--- config.mk ---
export PLATFORM = sky130hd
export DESIGN_NAME = seven_segment_frame_sequencer
export DESIGN_NICKNAME = d
export VERILOG_FILES = /design/src/rtl/ssfs_pkg.sv /design/src/rtl/ssfs_ctrl.sv /design/src/rtl/ssfs_datapath.sv /design/src/rtl/seven_segment_frame_sequencer.sv
export VERILOG_INCLUDE_DIRS = /design/src /design/src/rtl
export SDC_FILE = /design/constraint.sdc
export NUM_CORES = 1
export LEC_CHECK = 0
export BUFFER_PORTS_ARGS = -buffer_cell sky130_fd_sc_hd__buf_2
export CORE_ASPECT_RATIO = 1.2
export CORE_MARGIN = 2
export CORE_UTILIZATION = 40
export CTS_BUF_LIST = sky130_fd_sc_hd__clkbuf_4 sky130_fd_sc_hd__clkbuf_8
export CTS_CLUSTER_SIZE = 25
export DETAILED_ROUTE_END_ITERATION = 6
export GPL_ROUTABILITY_DRIVEN = 0
export PLACE_DENSITY_LB_ADDON = 0.08
export SLEW_MARGIN = 20
export SYNTH_ARGS = -nofsm -noshare
export SYNTH_HDL_FRONTEND = slang
export SYNTH_SLANG_ARGS = --single-unit
--- constraint.sdc ---
create_clock -name aclk -period 19.45 [get_ports aclk]
set_clock_uncertainty 0.1 [all_clocks]
set_input_delay 1.945 -clock aclk [delete_from_list [all_inputs] [get_ports aclk]]
set_output_delay 1.945 -clock aclk [all_outputs]
set_load 0.05 [all_outputs]
--- src/rtl/assert_macros.svh ---
// Assertion helpers shared by the sequencer modules.
`ifndef ASSERT_MACROS_SVH
`define ASSERT_MACROS_SVH

// Checked at every clock edge outside reset.
`define SSFS_ASSERT(lbl, prop, msg) \
    lbl: assert property (@(posedge aclk) disable iff (!aresetn) (prop)) else $error(msg);

// Checked at every clock edge, reset included.
`define SSFS_ASSERT_ALWAYS(lbl, prop, msg) \
    lbl: assert property (@(posedge aclk) (prop)) else $error(msg);

`endif

--- src/rtl/ssfs_pkg.sv ---
`default_nettype none
package ssfs_pkg;

    localparam logic [7:0] SEG_DASH   = 8'hBF;
    localparam logic [7:0] SEG_CHOOSE = 8'hF7;
    localparam logic [7:0] SEG_MATCH  = 8'h7F;
    localparam logic [7:0] SEG_OFF    = 8'hFF;
    localparam logic [7:0] SEL_MARKER = 8'h01;
    localparam logic [7:0] SEL_OFF    = 8'h00;
    localparam logic [3:0] SEL_START  = 4'h8;

    // Reciprocal of ten for 16-bit operands: q = (x * RECIP_TEN) >> RECIP_SHIFT.
    localparam logic [16:0] RECIP_TEN   = 17'd52429;
    localparam int          RECIP_SHIFT = 19;

    localparam logic [1:0] KIND_SLEEP  = 2'd0;
    localparam logic [1:0] KIND_PLAIN  = 2'd1;
    localparam logic [1:0] KIND_CHOOSE = 2'd2;
    localparam logic [1:0] KIND_MATCH  = 2'd3;

    typedef struct packed {
        logic [15:0] value;
        logic [1:0]  kind;
    } in_item_t;

    typedef struct packed {
        logic [7:0] digit_select;
        logic [7:0] segments;
        logic       last;
    } out_item_t;

    typedef enum logic [2:0] {
        S_IDLE,
        S_START,
        S_MARKER,
        S_DASH,
        S_DIGITS,
        S_OFF
    } state_t;

    typedef enum logic [1:0] {
        FRM_MARKER,
        FRM_DASH,
        FRM_DIGIT,
        FRM_OFF
    } frame_t;

    typedef struct packed {
        logic   load;
        logic   emit;
        frame_t frame;
    } ctrl_cmd_t;

    typedef struct packed {
        logic       out_free;
        logic       rem_lt10;
        logic       sel_last;
        logic [1:0] kind;
    } dp_status_t;

    function automatic logic [7:0] digit_glyph(input logic [3:0] d);
        logic [7:0] g;
        case (d)
            4'd0: g = 8'hC0;
            4'd1: g = 8'hCF;
            4'd2: g = 8'hA4;
            4'd3: g = 8'hB0;
            4'd4: g = 8'h99;
            4'd5: g = 8'h92;
            4'd6: g = 8'h82;
            4'd7: g = 8'hF8;
            4'd8: g = 8'h80;
            4'd9: g = 8'h90;
            default: g = SEG_OFF;
        endcase
        return g;
    endfunction

endpackage
`default_nettype wire

--- src/rtl/ssfs_ctrl.sv ---
`default_nettype none
`include "assert_macros.svh"
module ssfs_ctrl (
    input  wire logic               aclk,
    input  wire logic               aresetn,
    input  wire logic               s_valid,
    output logic                    s_ready,
    input  wire ssfs_pkg::dp_status_t status,
    output ssfs_pkg::ctrl_cmd_t      cmd
);
    import ssfs_pkg::*;

    state_t state_reg;
    state_t state_next;

    always_ff @(posedge aclk) begin
        if (!aresetn) begin
            state_reg <= S_IDLE;
        end else begin
            state_reg <= state_next;
        end
    end

    always_comb begin
        state_next = state_reg;
        cmd.load   = 1'b0;
        cmd.emit   = 1'b0;
        cmd.frame  = FRM_OFF;
        s_ready    = 1'b0;
        case (state_reg)
            S_IDLE: begin
                s_ready = 1'b1;
                if (s_valid) begin
                    cmd.load   = 1'b1;
                    state_next = S_START;
                end
            end
            S_START: begin
                case (status.kind)
                    KIND_SLEEP:  state_next = S_DASH;
                    KIND_PLAIN:  state_next = S_DIGITS;
                    KIND_CHOOSE: state_next = S_MARKER;
                    KIND_MATCH:  state_next = S_MARKER;
                    default:     state_next = S_DIGITS;
                endcase
            end
            S_MARKER: begin
                cmd.frame = FRM_MARKER;
                if (status.out_free) begin
                    cmd.emit   = 1'b1;
                    state_next = S_DIGITS;
                end
            end
            S_DASH: begin
                cmd.frame = FRM_DASH;
                if (status.out_free) begin
                    cmd.emit = 1'b1;
                    if (status.sel_last) begin
                        state_next = S_OFF;
                    end
                end
            end
            S_DIGITS: begin
                cmd.frame = FRM_DIGIT;
                if (status.out_free) begin
                    cmd.emit = 1'b1;
                    if (status.rem_lt10) begin
                        state_next = S_OFF;
                    end
                end
            end
            S_OFF: begin
                cmd.frame = FRM_OFF;
                if (status.out_free) begin
                    cmd.emit   = 1'b1;
                    state_next = S_IDLE;
                end
            end
            default: begin
                state_next = S_IDLE;
            end
        endcase
    end

    `SSFS_ASSERT(a_off_ends_run,
        (cmd.emit && cmd.frame == FRM_OFF) |=> (state_reg == S_IDLE),
        "closing frame did not return the controller to idle")

endmodule
`default_nettype wire

--- src/rtl/ssfs_datapath.sv ---
`default_nettype none
`include "assert_macros.svh"
module ssfs_datapath (
    input  wire logic                aclk,
    input  wire logic                aresetn,
    input  wire ssfs_pkg::in_item_t  s_item,
    input  wire ssfs_pkg::ctrl_cmd_t cmd,
    output ssfs_pkg::dp_status_t     status,
    output logic                     m_valid,
    input  wire logic                m_ready,
    output ssfs_pkg::out_item_t      m_item
);
    import ssfs_pkg::*;

    logic [15:0] remaining_reg;
    logic [15:0] remaining_next;
    logic [3:0]  select_reg;
    logic [3:0]  select_next;
    logic [1:0]  kind_reg;
    logic        m_valid_reg;
    logic        m_valid_next;
    out_item_t   m_item_reg;
    out_item_t   m_item_next;

    logic [32:0] product;
    logic [15:0] quotient;
    logic [15:0] times_ten;
    logic [15:0] difference;
    logic [3:0]  rem_digit;
    logic        out_free;

    // Divide by ten through the reciprocal; the remainder follows from q*10 = q*8 + q*2.
    assign product    = {17'd0, remaining_reg} * {16'd0, RECIP_TEN};
    assign quotient   = {2'd0, product[32:RECIP_SHIFT]};
    assign times_ten  = {quotient[12:0], 3'd0} + {quotient[14:0], 1'd0};
    assign difference = remaining_reg - times_ten;
    assign rem_digit  = difference[3:0];

    assign out_free = !m_valid_reg || m_ready;

    assign status.out_free = out_free;
    assign status.rem_lt10 = (quotient == 16'd0);
    assign status.sel_last = select_reg[0];
    assign status.kind     = kind_reg;

    always_comb begin
        remaining_next = remaining_reg;
        select_next    = select_reg;
        m_item_next    = m_item_reg;
        m_valid_next   = m_valid_reg && !m_ready;
        if (cmd.load) begin
            remaining_next = s_item.value;
            select_next    = SEL_START;
        end
        if (cmd.emit) begin
            m_valid_next = 1'b1;
            case (cmd.frame)
                FRM_MARKER: begin
                    m_item_next.digit_select = SEL_MARKER;
                    m_item_next.segments     = (kind_reg == KIND_CHOOSE) ? SEG_CHOOSE
                                                                          : SEG_MATCH;
                    m_item_next.last         = 1'b0;
                end
                FRM_DASH: begin
                    m_item_next.digit_select = {4'd0, select_reg};
                    m_item_next.segments     = SEG_DASH;
                    m_item_next.last         = 1'b0;
                    select_next              = {1'b0, select_reg[3:1]};
                end
                FRM_DIGIT: begin
                    m_item_next.digit_select = {4'd0, select_reg};
                    m_item_next.segments     = digit_glyph(rem_digit);
                    m_item_next.last         = 1'b0;
                    select_next              = {1'b0, select_reg[3:1]};
                    remaining_next           = quotient;
                end
                FRM_OFF: begin
                    m_item_next.digit_select = SEL_OFF;
                    m_item_next.segments     = SEG_OFF;
                    m_item_next.last         = 1'b1;
                end
                default: begin
                    m_item_next = m_item_reg;
                end
            endcase
        end
    end

    always_ff @(posedge aclk) begin
        if (!aresetn) begin
            m_valid_reg   <= 1'b0;
            select_reg    <= SEL_START;
            remaining_reg <= 16'd0;
        end else begin
            m_valid_reg   <= m_valid_next;
            select_reg    <= select_next;
            remaining_reg <= remaining_next;
        end
    end

    always_ff @(posedge aclk) begin
        m_item_reg <= m_item_next;
        if (cmd.load) begin
            kind_reg <= s_item.kind;
        end
    end

    assign m_valid = m_valid_reg;
    assign m_item  = m_item_reg;

    `SSFS_ASSERT(a_emit_needs_room,
        cmd.emit |-> out_free,
        "frame written over a result that was not taken")
    `SSFS_ASSERT(a_select_onehot0,
        $onehot0(select_reg),
        "digit select register is not one-hot or zero")
    `SSFS_ASSERT(a_remainder_decimal,
        (difference < 16'd10),
        "reciprocal divide produced a remainder of ten or more")

endmodule
`default_nettype wire

--- src/rtl/seven_segment_frame_sequencer.sv ---
`default_nettype none
// Seven-segment frame sequencer. Each input transaction carries a 16-bit value and a
// two-bit kind; the block answers with a run of (digit_select, segments) frames for a
// common-anode display behind a shift register, closed by an all-off frame that has
// last set. Sleep kind sends four dashes on selects 0x08, 0x04, 0x02, 0x01. The other
// kinds send the decimal digits least significant first on selects that start at 0x08
// and shift right, a single 0 for a value of zero, and a fifth digit (values of 10000
// and up) on select 0. The choose and match kinds first send one marker frame on
// select 0x01. Segment bytes are active low with the decimal point in bit 7. One
// transaction is worked at a time: after acceptance the controller chooses the path in
// S_START and then sends one frame per cycle while the output register is free; a run
// holds from 2 to 7 frames. The limit is the single output register, which holds one
// frame and is refilled in the cycle it is taken. The controller returns to idle at the
// edge that writes the closing frame, so it can accept the next input transaction in
// the following cycle, while that frame may still be waiting on m_ready.
module seven_segment_frame_sequencer (
    input  wire logic                aclk,
    input  wire logic                aresetn,
    input  wire logic                s_valid,
    output logic                     s_ready,
    input  wire ssfs_pkg::in_item_t  s_item,
    output logic                     m_valid,
    input  wire logic                m_ready,
    output ssfs_pkg::out_item_t      m_item
);
    import ssfs_pkg::*;

    // Commands from the controller and status back from the datapath.
    ctrl_cmd_t  cmd;
    dp_status_t status;

    // Controller: walks marker, dash, digit and closing phases of each run.
    ssfs_ctrl u_ctrl (
        .aclk    (aclk),
        .aresetn (aresetn),
        .s_valid (s_valid),
        .s_ready (s_ready),
        .status  (status),
        .cmd     (cmd)
    );

    // Datapath: remaining value, select shifter, divide-by-ten and the output register.
    ssfs_datapath u_datapath (
        .aclk    (aclk),
        .aresetn (aresetn),
        .s_item  (s_item),
        .cmd     (cmd),
        .status  (status),
        .m_valid (m_valid),
        .m_ready (m_ready),
        .m_item  (m_item)
    );

endmodule
`default_nettype wire
==> results of run 1 <==
[kinds of logic after synthesis]
logic type,synth area share
buffers and inverters,0.1084
AOI/OAI and AO/OA,0.1283
muxes,0.01303
adders and majority gates,0.4851
other,0.0005425
and+or+nand+nor,0.09973
xor gates and xnor gates,0.03023
DFF,0.1347
[worst min-delay path, stage by stage, from the launching register on]
cell and delay, ns:
sky130_fd_sc_hd__dfxtp_1 0.34, sky130_fd_sc_hd__nand2_1 0.06, sky130_fd_sc_hd__a21boi_0 0.07
[layout by cell type (no fill, tap or decap), types with 4 or more instances in the layout]
master,count
sky130_fd_sc_hd__inv_1,171
sky130_fd_sc_hd__ha_1,140
sky130_fd_sc_hd__fa_1,80
sky130_fd_sc_hd__nand2_1,38
sky130_fd_sc_hd__a21oi_1,36
sky130_fd_sc_hd__buf_2,36
sky130_fd_sc_hd__nor2_1,25
sky130_fd_sc_hd__dfxtp_1,24
sky130_fd_sc_hd__o21ai_0,23
sky130_fd_sc_hd__edfxtp_1,15
sky130_fd_sc_hd__o22ai_1,14
sky130_fd_sc_hd__nand3_1,13
sky130_fd_sc_hd__nor3_1,12
sky130_fd_sc_hd__xnor2_1,11
sky130_fd_sc_hd__mux2i_1,9
sky130_fd_sc_hd__a21o_1,9
sky130_fd_sc_hd__nand4_1,7
sky130_fd_sc_hd__xor2_1,7
sky130_fd_sc_hd__o211ai_1,6
sky130_fd_sc_hd__and2_1,5
sky130_fd_sc_hd__a31oi_1,5
sky130_fd_sc_hd__nor2b_1,5
sky130_fd_sc_hd__clkbuf_8,5
sky130_fd_sc_hd__nand2b_1,4
sky130_fd_sc_hd__and3_1,4
sky130_fd_sc_hd__a21boi_0,4
sky130_fd_sc_hd__conb_1,4
[worst paths after layout]
path	endpoint	cells past startpoint	slack, ns
max reg2reg	u_datapath.m_item[2]$_DFFE_PP_	25	11.71
max	u_datapath.m_item[2]$_DFFE_PP_	25	11.71
min reg2reg	u_datapath.select_reg[2]$_SDFF_PN0_	2	0.41
min	u_datapath.select_reg[2]$_SDFF_PN0_	2	0.41
[final cells by class]
class | count | share of cell area
clock buffer | 6 | 0.01036
clock inverter | 2 | 0.001698
inverter | 172 | 0.08764
multi-input combinational | 520 | 0.7118
sequential | 39 | 0.1264
tap | 216 | 0.03668
timing repair buffer | 37 | 0.02548
[layer usage]
layer  track usage  vias to the layer above
met3       0.01505                       20
met1        0.2603                     2574
met2        0.3934                       82
met4       0.06067                        0
met5             0                        -
li1              -                     2556
[synthesized netlist by cell type (all sizes together), types with 4 or more instances]
library cell and instances:
nand2 39, a31oi 6, nand3 14, and3 6, nor2 25, xor2 8
xnor2 11, and2 5, nand2b 4, nor3 12, nor2b 5, ha 140
a21o 10, a21boi 4, fa 80, buf 7, o211ai 6, o21ai 26
and4 4, clkbuf 6, nand4 8, edfxtp 15, dfxtp 24, o31ai 4
o22ai 14, or3 5, a21oi 36, inv 171, mux2i 9
[metrics by stage]
| stage | area [sq um] | setup WS, ns | hold slack (ns) | util | std cells |
|---|---|---|---|---|---|
| finish | 7367 | 11.71 | 0.4064 | 0.4355 | 992 |
| detailed placement | 7278 | 11.75 | 0.3908 | 0.4303 | 984 |
| global placement | 7278 | 11.99 | 0.3809 | 0.4303 | 984 |
| floorplan | 6924 | 12.99 | 0.3462 | - | 747 |
| CTS | 7367 | 11.72 | 0.4019 | 0.4355 | 992 |
| global route | 7367 | 11.33 | 0.4435 | 0.4355 | 992 |
==> impl_metrics.prom, run 1 <==
# TYPE chip_impl_metric gauge
chip_impl_info{name="worst_setup_path_start_kind",value="register"} 1
chip_impl_metric{name="clkLatencyLatePin",unit="ns"} 0.30
chip_impl_info{name="crit_type",value="register to register"} 1
chip_impl_metric{name="first_global_vias",unit=""} 5482
chip_impl_metric{name="grt_usage",unit=""} 0.2124
chip_impl_info{name="timing.critical_path.mode_cell",value="sky130_fd_sc_hd__inv_1"} 1
chip_impl_metric{name="cts-hold-fix-buffers",unit=""} 0
chip_impl_metric{name="final_layout_size_suffix_gt1_frac",unit=""} 0.08763
chip_impl_metric{name="worstPathBufferInverterCount",unit=""} 5
chip_impl_metric{name="syn_inst",unit=""} 744
chip_impl_metric{name="die-height",unit="um"} 148.0
chip_impl_metric{name="synth-warning-count",unit=""} 0
chip_impl_metric{name="dieArea",unit="sq mm"} 0.01835
chip_impl_metric{name="clock.fmax",unit="MHz"} 129.2
chip_impl_metric{name="async_reset_ff_frac",unit=""} 0
chip_impl_info{name="clk_root_buffer_cell",value="sky130_fd_sc_hd__clkbuf_8"} 1
chip_impl_metric{name="maximum_number_of_pins_on_one_net_before_global_route_repair",unit=""} 26
chip_impl_metric{name="wl_met3",unit="um"} 505
chip_impl_metric{name="multi_input_area",unit="sq mm"} 0.005244
chip_impl_info{name="hold_start",value="u_datapath.select_reg[3]$_SDFF_PN1_"} 1
chip_impl_metric{name="grt_first_pass_wirelength",unit="um"} 29550
chip_impl_info{name="post_synth_main_area_contributors",value="sky130_fd_sc_hd__ha_1 (25%), sky130_fd_sc_hd__fa_1 (23%), sky130_fd_sc_hd__inv_1 (9.3%), sky130_fd_sc_hd__dfxtp_1 (7.0%), sky130_fd_sc_hd__edfxtp_1 (6.5%)"} 1
chip_impl_metric{name="sequential_cell_area",unit="sq um"} 930.9
chip_impl_metric{name="critPathMaxFanout",unit=""} 10
chip_impl_metric{name="cts_setup_buffers",unit=""} 0
chip_impl_metric{name="largest_register_ffs",unit=""} 16
chip_impl_metric{name="num_vias",unit=""} 5232
chip_impl_metric{name="synthesis.area_per_instance",unit="sq um"} 9.292
chip_impl_metric{name="fillerInstances",unit=""} 1716
chip_impl_info{name="worst_path_dominant_cell_family",value="adder cells"} 1
chip_impl_metric{name="worst_ep_required_time",unit="ns"} 19.35
chip_impl_metric{name="synth_top_cell_area_share",unit=""} 0.2534
chip_impl_metric{name="place.port_buffers",unit=""} 36
chip_impl_metric{name="first_pass_iters",unit=""} 4
chip_impl_metric{name="initialDrtViolationCount",unit=""} 305
chip_impl_metric{name="detailed_place_hpwl",unit="um"} 16350
chip_impl_metric{name="summed_instance_area_of_the_synthesized_netlist",unit="sq mm"} 0.006913
chip_impl_metric{name="antenna_cells_inserted",unit=""} 0
chip_impl_metric{name="slew_headroom",unit=""} 0.2722
chip_impl_metric{name="report.final.slew_viol_count",unit=""} 0
chip_impl_metric{name="area_delta_synth_final",unit="%"} 6.570
chip_impl_metric{name="drc",unit=""} 0
chip_impl_metric{name="cap_viol_max_count",unit=""} 0
chip_impl_metric{name="critical_path_arrival",unit="ns"} 7.64
chip_impl_metric{name="cts.sinks",unit=""} 39
chip_impl_info{name="setup.worst_path.start",value="u_datapath.remaining_reg[14]$_SDFF_PN0_"} 1
chip_impl_metric{name="wl_met1",unit="um"} 7599
chip_impl_info{name="highest_layer",value="met4"} 1
chip_impl_info{name="critical_path.endpoint_type",value="register"} 1
chip_impl_metric{name="horiz_die_dim",unit="um"} 124.0
chip_impl_metric{name="core_area",unit="sq mm"} 0.01692
chip_impl_metric{name="synth_register_bits",unit=""} 39
chip_impl_metric{name="min_period_over_period",unit=""} 0.3979
chip_impl_metric{name="start_util",unit=""} 0.4087
chip_impl_info{name="cpMaxStageDelayCell",value="sky130_fd_sc_hd__dfxtp_1"} 1
chip_impl_metric{name="clk_pin_slew_worst_paths",unit="ns"} 0.09
chip_impl_info{name="rsz0062_at_grt",value="no"} 1
chip_impl_info{name="synth_ff_type",value="sky130_fd_sc_hd__dfxtp_1"} 1
chip_impl_info{name="r2r-start",value="u_datapath.remaining_reg[14]$_SDFF_PN0_"} 1
chip_impl_metric{name="maximum_cell_stage_delay_along_the_critical_path",unit="ns"} 0.69
chip_impl_metric{name="postCtsResizedCells",unit=""} 0
chip_impl_metric{name="global_route_overflow",unit=""} 0
chip_impl_metric{name="synth-edff-count",unit=""} 15
chip_impl_metric{name="met2_wire_length",unit="um"} 9959
chip_impl_metric{name="tightestPinTransition",unit="ns"} 1.092
chip_impl_metric{name="synth_cell_type_count",unit=""} 73
chip_impl_metric{name="antenna_violations_before_repair",unit=""} 0
chip_impl_metric{name="boundaryPins",unit=""} 41
chip_impl_metric{name="setup_violations",unit=""} 0
chip_impl_metric{name="detail-route-antenna-nets",unit=""} 0
chip_impl_metric{name="timing.final.hold_violations",unit=""} 0
chip_impl_metric{name="design.final.nets",unit=""} 1017
chip_impl_metric{name="vias_per_cell",unit=""} 5.274
chip_impl_info{name="outcome",value="completed"} 1
chip_impl_info{name="synth_area_leader_cell",value="sky130_fd_sc_hd__ha_1"} 1
chip_impl_metric{name="core.rowCount",unit=""} 52
chip_impl_metric{name="wire_per_inst",unit="um"} 18.77
chip_impl_metric{name="cts_made_buffers",unit=""} 5
chip_impl_metric{name="routed_wirelength",unit="um"} 18620
chip_impl_info{name="timing.hold.worst.class",value="register to register"} 1
chip_impl_metric{name="cts.path.max_buffers",unit=""} 2
chip_impl_metric{name="cts_htree_levels",unit=""} 2
chip_impl_metric{name="setup_total_negative_slack",unit="ns"} 0
chip_impl_metric{name="min_period",unit="ns"} 7.740
chip_impl_metric{name="fraction_of_the_yosys_area_taken_by_sequential_cells",unit=""} 0.1347
chip_impl_info{name="tritoncts",value="done"} 1
Power of run 1 is left out: the tool's default activity adds up to more than one toggle a clock period on the data nets, which glitch-free logic cannot reach.
==> inputs of run 2 (changes only) <==
==> constraint.sdc (replaced) <==
create_clock -name aclk -period 6.5 [get_ports aclk]
set_clock_uncertainty 0.1 [all_clocks]
set_input_delay 0.65 -clock aclk [delete_from_list [all_inputs] [get_ports aclk]]
set_output_delay 0.65 -clock aclk [all_outputs]
set_load 0.05 [all_outputs]
==> run 2 against run 1 <==
  * Cell count rose by 4.6%
  * Wire length grew 3.1%
  * Count of clock-buffer cells in the layout did not move
  * Critical endpoint is now u_datapath.m_item[5]$_DFFE_PP_
==> impl_metrics.prom, run 2 (synthesis results as in run 1) <==
# TYPE chip_impl_metric gauge
chip_impl_metric{name="r2r_cells",unit=""} 23
chip_impl_info{name="worst_path_dominant_cell_family",value="adder cells"} 1
chip_impl_metric{name="worst_ep_required_time",unit="ns"} 6.39
chip_impl_metric{name="worstHoldPathCells",unit=""} 2
chip_impl_metric{name="drc",unit=""} 0
chip_impl_metric{name="grt_first_pass_wirelength",unit="um"} 30260
chip_impl_metric{name="detailed_place_hpwl",unit="um"} 16920
chip_impl_info{name="crit_type",value="register to register"} 1
chip_impl_metric{name="first_pass_iters",unit=""} 5
chip_impl_metric{name="area_delta_synth_final",unit="%"} 14.90
chip_impl_info{name="timing.hold.worst.class",value="register to register"} 1
chip_impl_metric{name="r2r_slack",unit="ns"} 0.18
chip_impl_info{name="cpMaxStageDelayCell",value="sky130_fd_sc_hd__fa_1"} 1
chip_impl_metric{name="cts_htree_levels",unit=""} 2
chip_impl_metric{name="preCtsSetupSlack",unit="ns"} -0.03283
chip_impl_metric{name="first_global_vias",unit=""} 5688
chip_impl_info{name="tritoncts",value="done"} 1
chip_impl_metric{name="numPlacedInstances",unit=""} 1022
chip_impl_metric{name="layout_setup_ws",unit="ns"} 0.1757
chip_impl_metric{name="start_util",unit=""} 0.4087
chip_impl_metric{name="worstPathBufferInverterCount",unit=""} 4
chip_impl_metric{name="cts.path.max_buffers",unit=""} 2
chip_impl_info{name="clk_root_buffer_cell",value="sky130_fd_sc_hd__clkbuf_8"} 1
chip_impl_metric{name="place.port_buffers",unit=""} 36
chip_impl_info{name="outcome",value="completed"} 1
chip_impl_metric{name="core.rowCount",unit=""} 52
chip_impl_metric{name="clkLatencyLatePin",unit="ns"} 0.30
chip_impl_metric{name="initialDrtViolationCount",unit=""} 270
chip_impl_metric{name="clock.fmax",unit="MHz"} 158.1
chip_impl_metric{name="setup_violations",unit=""} 0
chip_impl_metric{name="wire_per_inst",unit="um"} 18.50
chip_impl_metric{name="dieArea",unit="sq mm"} 0.01835
chip_impl_metric{name="num_vias",unit=""} 5400
chip_impl_metric{name="antenna_cells_inserted",unit=""} 0
chip_impl_info{name="layout_commonest_cell",value="sky130_fd_sc_hd__inv_1"} 1
chip_impl_metric{name="grt_usage",unit=""} 0.2184
chip_impl_metric{name="critical_path_arrival",unit="ns"} 6.22
chip_impl_metric{name="slew_headroom",unit=""} 0.4200
chip_impl_metric{name="critPathMaxFanout",unit=""} 6
chip_impl_metric{name="min_period_over_period",unit=""} 0.9730
chip_impl_metric{name="design.final.nets",unit=""} 1063
chip_impl_info{name="critical_path.endpoint_type",value="register"} 1
chip_impl_metric{name="min_period",unit="ns"} 6.324
chip_impl_metric{name="die-height",unit="um"} 148.0
chip_impl_metric{name="largest_register_ffs",unit=""} 16
chip_impl_metric{name="maximum_number_of_pins_on_one_net_before_global_route_repair",unit=""} 26
chip_impl_metric{name="core_area",unit="sq mm"} 0.01692
chip_impl_info{name="crit_chain",value="ha_4 -> inv_2 -> fa_1 -> inv_2 -> fa_1 -> fa_1 -> fa_1 -> fa_1 -> ha_4 -> buf_6 -> and4_4 -> a41oi_2 -> o21ai_1 -> a31oi_1 -> nor2b_1 -> nor2_2 -> ha_4 -> xnor2_2 -> xnor3_2 -> buf_6 -> xor2_2 -> nand3_1 -> o211ai_1"} 1
chip_impl_info{name="worst_hold_path.endpoint",value="u_datapath.select_reg[1]$_SDFF_PN0_"} 1
chip_impl_info{name="timing.critical_path.mode_cell",value="sky130_fd_sc_hd__fa_1"} 1
chip_impl_metric{name="clk_pin_slew_worst_paths",unit="ns"} 0.09
chip_impl_metric{name="final_layout_size_suffix_gt1_frac",unit=""} 0.1764
chip_impl_metric{name="detail-route-antenna-nets",unit=""} 0
chip_impl_metric{name="cap_viol_max_count",unit=""} 0
chip_impl_info{name="rsz0062_at_grt",value="yes"} 1
chip_impl_metric{name="horiz_die_dim",unit="um"} 124.0
chip_impl_metric{name="maximum_cell_stage_delay_along_the_critical_path",unit="ns"} 0.59
chip_impl_metric{name="final_core_util",unit=""} 0.4695
chip_impl_info{name="hold_start",value="u_datapath.select_reg[2]$_SDFF_PN0_"} 1
chip_impl_info{name="r2r-start",value="u_datapath.remaining_reg[3]$_SDFF_PN0_"} 1
chip_impl_info{name="worst_setup_path_start_kind",value="register"} 1
chip_impl_info{name="destination_of_the_worst_register_to_register_timing_path",value="u_datapath.m_item[5]$_DFFE_PP_"} 1
chip_impl_info{name="layout.cells.most_common_list",value="sky130_fd_sc_hd__inv_1 (167), sky130_fd_sc_hd__ha_1 (131), sky130_fd_sc_hd__fa_1 (80), sky130_fd_sc_hd__buf_4 (44), sky130_fd_sc_hd__buf_2 (36)"} 1
chip_impl_metric{name="antenna_violations_before_repair",unit=""} 0
chip_impl_metric{name="tightestPinTransition",unit="ns"} 0.8609
chip_impl_metric{name="report.final.slew_viol_count",unit=""} 0
chip_impl_metric{name="routed_wirelength",unit="um"} 19200
chip_impl_metric{name="global_route_overflow",unit=""} 0
chip_impl_metric{name="vias_per_cell",unit=""} 5.202
chip_impl_metric{name="timing.final.hold_violations",unit=""} 0
chip_impl_metric{name="cts_made_buffers",unit=""} 5
chip_impl_metric{name="instances_no_fill",unit=""} 1038
chip_impl_metric{name="cts.sinks",unit=""} 39
chip_impl_metric{name="boundaryPins",unit=""} 41
run 2: worst reg2reg max path, cell delays in order, from the launching register on:
cell and delay [ns]:
sky130_fd_sc_hd__dfxtp_4 0.37, sky130_fd_sc_hd__ha_4 0.27, sky130_fd_sc_hd__inv_2 0.04, sky130_fd_sc_hd__fa_1 0.56, sky130_fd_sc_hd__inv_2 0.04, sky130_fd_sc_hd__fa_1 0.48, sky130_fd_sc_hd__fa_1 0.57, sky130_fd_sc_hd__fa_1 0.45
sky130_fd_sc_hd__fa_1 0.59, sky130_fd_sc_hd__ha_4 0.23, sky130_fd_sc_hd__buf_6 0.14, sky130_fd_sc_hd__and4_4 0.19, sky130_fd_sc_hd__a41oi_2 0.17, sky130_fd_sc_hd__o21ai_1 0.10, sky130_fd_sc_hd__a31oi_1 0.21, sky130_fd_sc_hd__nor2b_1 0.10
sky130_fd_sc_hd__nor2_2 0.20, sky130_fd_sc_hd__ha_4 0.18, sky130_fd_sc_hd__xnor2_2 0.11, sky130_fd_sc_hd__xnor3_2 0.36, sky130_fd_sc_hd__buf_6 0.17, sky130_fd_sc_hd__xor2_2 0.19, sky130_fd_sc_hd__nand3_1 0.10, sky130_fd_sc_hd__o211ai_1 0.10
run 2: repair_timing:
item / in CTS / in global routing
pin swaps: 0 / 18
resized for setup: 3 / 45
setup buffers: 0 / 7
hold buffers: 0 / 0
endpoints found under the setup margin: 4 / 7
cloned: 0 / 1
run 2: final cells by class:
cell class	instances	area, sq um
clock buffer	6	76.32
clock inverter	2	12.51
timing repair buffer	82	533.0
tap	216	270.3
sequential	39	942.2
multi-input combinational	521	5463
inverter	172	645.6
fill	1691	8974
run 2: worst max-delay path by stage:
stage                                           to  slack, ns  depth (start not counted)                              startpoint
CTS                 u_datapath.m_item[2]$_DFFE_PP_      0.009                         26  u_datapath.remaining_reg[7]$_SDFF_PN0_
floorplan           u_datapath.m_item[1]$_DFFE_PP_       0.04                         25  u_datapath.remaining_reg[1]$_SDFF_PN0_
global route        u_datapath.m_item[5]$_DFFE_PP_      -0.08                         23  u_datapath.remaining_reg[3]$_SDFF_PN0_
finish              u_datapath.m_item[5]$_DFFE_PP_       0.18                         23  u_datapath.remaining_reg[3]$_SDFF_PN0_
detailed placement  u_datapath.m_item[2]$_DFFE_PP_      -0.03                         25  u_datapath.remaining_reg[7]$_SDFF_PN0_
global placement    u_datapath.m_item[2]$_DFFE_PP_       0.05                         26  u_datapath.remaining_reg[7]$_SDFF_PN0_
run 2: metal layers:
layer,global-route usage,share of wire,vias to the layer above
met5,0,0,-
met4,0.09157,0.050,0
met3,0.01389,0.026,34
met2,0.3876,0.51,104
met1,0.2711,0.41,2627
li1,-,-,2635
run 2: through the flow:
stage / setup TNS [ns] / hold WS, ns / cell area (sq um)
after floorplan: 0 / 0.3462 / 6924
after global placement: 0 / 0.3815 / 7564
after detailed placement: -0.07840 / 0.3872 / 7564
after CTS: 0 / 0.3975 / 7672
after global routing: -0.2988 / 0.4177 / 7943
final: 0 / 0.3973 / 7943
Power of run 2 is left out for the same reason.
==> inputs of run 3 (changes only) <==
--- a/config.mk
+++ b/config.mk
@@ -18,4 +18,5 @@
 export SLEW_MARGIN = 20
 export SYNTH_ARGS = -nofsm -noshare
 export SYNTH_HDL_FRONTEND = slang
+export SYNTH_HIERARCHICAL = 1
 export SYNTH_SLANG_ARGS = --single-unit
==> run 3 against run 2 <==
  * Wire length decreased by 11%
  * Via count decreased by 9.2%
  * Synthesized cell count decreased by 11%
  * Critical path type unchanged
  * Critical endpoint is now u_ctrl/state_reg[0]$_SDFFE_PN0P_
==> impl_metrics.prom, run 3 <==
# TYPE chip_impl_metric gauge
chip_impl_info{name="worst_hold_path.endpoint",value="u_datapath/select_reg[2]$_SDFF_PN0_"} 1
chip_impl_metric{name="multi_input_area",unit="sq mm"} 0.005295
chip_impl_metric{name="dieArea",unit="sq mm"} 0.01753
chip_impl_info{name="worst_setup_path_start_kind",value="register"} 1
chip_impl_metric{name="cts.sinks",unit=""} 39
chip_impl_info{name="synth.most_common_cell",value="sky130_fd_sc_hd__inv_1"} 1
chip_impl_metric{name="routed_wirelength",unit="um"} 16990
chip_impl_info{name="hold_start",value="u_datapath/select_reg[3]$_SDFF_PN1_"} 1
chip_impl_metric{name="clock.fmax",unit="MHz"} 157.8
chip_impl_metric{name="drc",unit=""} 0
chip_impl_metric{name="summed_instance_area_of_the_synthesized_netlist",unit="sq mm"} 0.006594
chip_impl_metric{name="core.rowCount",unit=""} 51
chip_impl_metric{name="wire_per_inst",unit="um"} 17.37
chip_impl_info{name="clk_root_buffer_cell",value="sky130_fd_sc_hd__clkbuf_8"} 1
chip_impl_metric{name="synth_top_cell_area_share",unit=""} 0.2657
chip_impl_info{name="destination_of_the_worst_register_to_register_timing_path",value="u_ctrl/state_reg[0]$_SDFFE_PN0P_"} 1
chip_impl_metric{name="place.port_buffers",unit=""} 36
chip_impl_metric{name="final_layout_size_suffix_gt1_frac",unit=""} 0.2311
chip_impl_metric{name="boundaryPins",unit=""} 41
chip_impl_info{name="layout.cells.most_common_list",value="sky130_fd_sc_hd__inv_1 (146), sky130_fd_sc_hd__ha_1 (130), sky130_fd_sc_hd__fa_1 (80), sky130_fd_sc_hd__buf_4 (71), sky130_fd_sc_hd__buf_2 (36)"} 1
chip_impl_info{name="tritoncts",value="done"} 1
chip_impl_info{name="rsz0062_at_grt",value="yes"} 1
chip_impl_metric{name="min_period_over_period",unit=""} 0.9751
chip_impl_metric{name="antenna_cells_inserted",unit=""} 0
chip_impl_metric{name="cts-hold-fix-buffers",unit=""} 0
chip_impl_metric{name="r2r_slack",unit="ns"} 0.16
chip_impl_metric{name="vias_per_cell",unit=""} 5.013
chip_impl_metric{name="slew_headroom",unit=""} 0.3634
chip_impl_metric{name="grt_usage",unit=""} 0.2061
chip_impl_metric{name="worst_ep_required_time",unit="ns"} 6.61
chip_impl_metric{name="grt_first_pass_wirelength",unit="um"} 27560
chip_impl_metric{name="core_area",unit="sq mm"} 0.01621
chip_impl_metric{name="design.final.nets",unit=""} 1007
chip_impl_metric{name="timing.final.hold_violations",unit=""} 0
chip_impl_info{name="synth_area_leader_cell",value="sky130_fd_sc_hd__ha_1"} 1
chip_impl_info{name="layout_commonest_cell",value="sky130_fd_sc_hd__inv_1"} 1
chip_impl_metric{name="global_route_overflow",unit=""} 0
chip_impl_metric{name="syn_inst",unit=""} 664
chip_impl_metric{name="min_period",unit="ns"} 6.338
chip_impl_info{name="critical_path.endpoint_type",value="register"} 1
chip_impl_metric{name="layout_setup_ws",unit="ns"} 0.1621
chip_impl_metric{name="horiz_die_dim",unit="um"} 121.2
chip_impl_metric{name="first_global_vias",unit=""} 5352
chip_impl_info{name="timing.hold.worst.class",value="register to register"} 1
chip_impl_metric{name="setup_violations",unit=""} 0
chip_impl_metric{name="synth_cell_type_count",unit=""} 65
chip_impl_info{name="crit_type",value="register to register"} 1
chip_impl_metric{name="report.final.slew_viol_count",unit=""} 0
chip_impl_metric{name="detail-route-antenna-nets",unit=""} 0
chip_impl_metric{name="r2r_cells",unit=""} 24
chip_impl_metric{name="setup_total_negative_slack",unit="ns"} 0
chip_impl_metric{name="tightestPinTransition",unit="ns"} 0.9491
chip_impl_metric{name="synth-warning-count",unit=""} 6
chip_impl_metric{name="synth-edff-count",unit=""} 15
chip_impl_metric{name="fillerInstances",unit=""} 1556
chip_impl_metric{name="synthesis.area_per_instance",unit="sq um"} 9.930
chip_impl_metric{name="cap_viol_max_count",unit=""} 0
chip_impl_metric{name="detailed_place_hpwl",unit="um"} 15120
chip_impl_info{name="setup.worst_path.start",value="u_datapath/remaining_reg[7]$_SDFF_PN0_"} 1
chip_impl_metric{name="cts_htree_levels",unit=""} 2
chip_impl_metric{name="clk_pin_slew_worst_paths",unit="ns"} 0.10
chip_impl_metric{name="cts_made_buffers",unit=""} 5
chip_impl_metric{name="die-height",unit="um"} 144.6
chip_impl_metric{name="clkLatencyLatePin",unit="ns"} 0.31
chip_impl_info{name="synth.top_cells.by_count",value="sky130_fd_sc_hd__inv_1 (149), sky130_fd_sc_hd__ha_1 (140), sky130_fd_sc_hd__fa_1 (80)"} 1
chip_impl_metric{name="area_delta_synth_final",unit="%"} 19.73
chip_impl_metric{name="worstHoldPathCells",unit=""} 2
chip_impl_info{name="synth_ff_type",value="sky130_fd_sc_hd__dfxtp_1"} 1
chip_impl_metric{name="async_reset_ff_frac",unit=""} 0
chip_impl_info{name="post_synth_main_area_contributors",value="sky130_fd_sc_hd__ha_1 (27%), sky130_fd_sc_hd__fa_1 (24%), sky130_fd_sc_hd__inv_1 (8.5%), sky130_fd_sc_hd__dfxtp_1 (7.3%), sky130_fd_sc_hd__edfxtp_1 (6.8%)"} 1
chip_impl_info{name="r2r-start",value="u_datapath/remaining_reg[7]$_SDFF_PN0_"} 1
chip_impl_metric{name="critical_path_arrival",unit="ns"} 6.44
chip_impl_metric{name="largest_register_ffs",unit=""} 16
chip_impl_metric{name="fraction_of_the_yosys_area_taken_by_sequential_cells",unit=""} 0.1412
chip_impl_metric{name="first_pass_iters",unit=""} 4
chip_impl_metric{name="start_util",unit=""} 0.4068
chip_impl_info{name="outcome",value="completed"} 1
chip_impl_metric{name="antenna_violations_before_repair",unit=""} 0
chip_impl_metric{name="cts.path.max_buffers",unit=""} 2
chip_impl_metric{name="synth_register_bits",unit=""} 39
chip_impl_metric{name="sequential_cell_area",unit="sq um"} 953.4
chip_impl_metric{name="num_vias",unit=""} 4903
chip_impl_metric{name="preCtsSetupSlack",unit="ns"} -0.2540
chip_impl_metric{name="maximum_number_of_pins_on_one_net_before_global_route_repair",unit=""} 23
chip_impl_metric{name="initialDrtViolationCount",unit=""} 160
chip_impl_metric{name="critPathMaxFanout",unit=""} 5
-- run 3: cell count changes after synthesis, moves of 5 or more --
cell,previous run,this run
sky130_fd_sc_hd__o21a_1,2,8
sky130_fd_sc_hd__a21o_1,9,2
sky130_fd_sc_hd__nand2_1,38,26
sky130_fd_sc_hd__nor2_1,25,17
sky130_fd_sc_hd__o211ai_1,6,1
sky130_fd_sc_hd__inv_1,171,149
sky130_fd_sc_hd__nand3_1,13,8
sky130_fd_sc_hd__mux2i_1,9,17
sky130_fd_sc_hd__o21ai_0,23,16
sky130_fd_sc_hd__a21oi_1,36,20
sky130_fd_sc_hd__o22ai_1,14,9
-- run 3: worst max path at each step --
stage                     depth (start not counted)  slack (ns)                               end
after floorplan                                  22        0.35    u_datapath/m_item[4]$_DFFE_PP_
after global placement                           23       -0.23  u_ctrl/state_reg[0]$_SDFFE_PN0P_
after detailed placement                         23       -0.25  u_ctrl/state_reg[0]$_SDFFE_PN0P_
after CTS                                        24       -0.02  u_ctrl/state_reg[0]$_SDFFE_PN0P_
after global routing                             23       -0.07  u_ctrl/state_reg[0]$_SDFFE_PN0P_
final                                            24        0.16  u_ctrl/state_reg[0]$_SDFFE_PN0P_
-- run 3: worst max-delay path: stages (launching register included) --
cell and delay [ns]:
sky130_fd_sc_hd__dfxtp_4 0.37, sky130_fd_sc_hd__ha_4 0.27, sky130_fd_sc_hd__inv_2 0.04, sky130_fd_sc_hd__fa_1 0.53, sky130_fd_sc_hd__inv_1 0.05, sky130_fd_sc_hd__fa_1 0.46, sky130_fd_sc_hd__fa_1 0.51, sky130_fd_sc_hd__fa_1 0.51
sky130_fd_sc_hd__inv_1 0.05, sky130_fd_sc_hd__fa_1 0.50, sky130_fd_sc_hd__inv_2 0.05, sky130_fd_sc_hd__ha_4 0.23, sky130_fd_sc_hd__a21oi_2 0.25, sky130_fd_sc_hd__nor3_4 0.09, sky130_fd_sc_hd__nor4b_2 0.31, sky130_fd_sc_hd__nor3_2 0.10
sky130_fd_sc_hd__a221o_1 0.36, sky130_fd_sc_hd__xnor2_2 0.22, sky130_fd_sc_hd__nand2_1 0.09, sky130_fd_sc_hd__nand4bb_4 0.23, sky130_fd_sc_hd__nor4b_4 0.31, sky130_fd_sc_hd__o21a_1 0.14, sky130_fd_sc_hd__o21ai_0 0.08, sky130_fd_sc_hd__o21a_1 0.14
sky130_fd_sc_hd__o211a_1 0.21
-- run 3: layer usage --
layer	share of wire	routed length (um)	track usage	up-vias
met2	0.54	9198	0.4039	68
met3	0.020	339	0.01498	20
met1	0.42	7136	0.2409	2404
li1	-	-	-	2411
met4	0.019	317	0.05142	0
met5	0	0	0	-
-- run 3: what timing repair did --
item | 4_1_cts | 5_1_grt
buffers inserted | 0 | 5
cloned | 0 | 0
resized for setup | 10 | 52
pin swaps | 3 | 23
endpoints found under the setup margin | 6 | 8
-- run 3: layout make-up --
| cell class | instances | share of cell area |
|---|---|---|
| clock buffers | 6 | 0.01046 |
| repair buffers | 108 | 0.09176 |
| well taps | 212 | 0.03360 |
| clock inverters | 2 | 0.001902 |
| multi-input cells | 462 | 0.6707 |
| flip-flops and latches | 39 | 0.1208 |
| inverters | 149 | 0.07084 |
-- run 3: stage by stage --
stage               cells    util  hold WS (ns)  instance area (sq um)
global route          978  0.4871        0.4060                   7895
global placement      965  0.4592        0.3804                   7443
CTS                   973  0.4690        0.3994                   7602
finish                978  0.4871        0.4038                   7895
detailed placement    965  0.4592        0.3991                   7443
floorplan             667       -        0.3588                   6605
-- run 3: logic make-up (layout without fill, tap and decap cells) --
logic type,count (synthesis),in the layout,share of synthesized area
xor gates and xnor gates,22,22,0.03434
DFF,39,39,0.1412
buffers and inverters,166,265,0.1015
muxes,19,19,0.02979
AOI/OAI and AO/OA,95,95,0.1013
other,1,4,0.0005687
adders and majority gates,220,220,0.5085
and+or+nand+nor,102,102,0.08273
Power of run 3 is left out for the same reason.
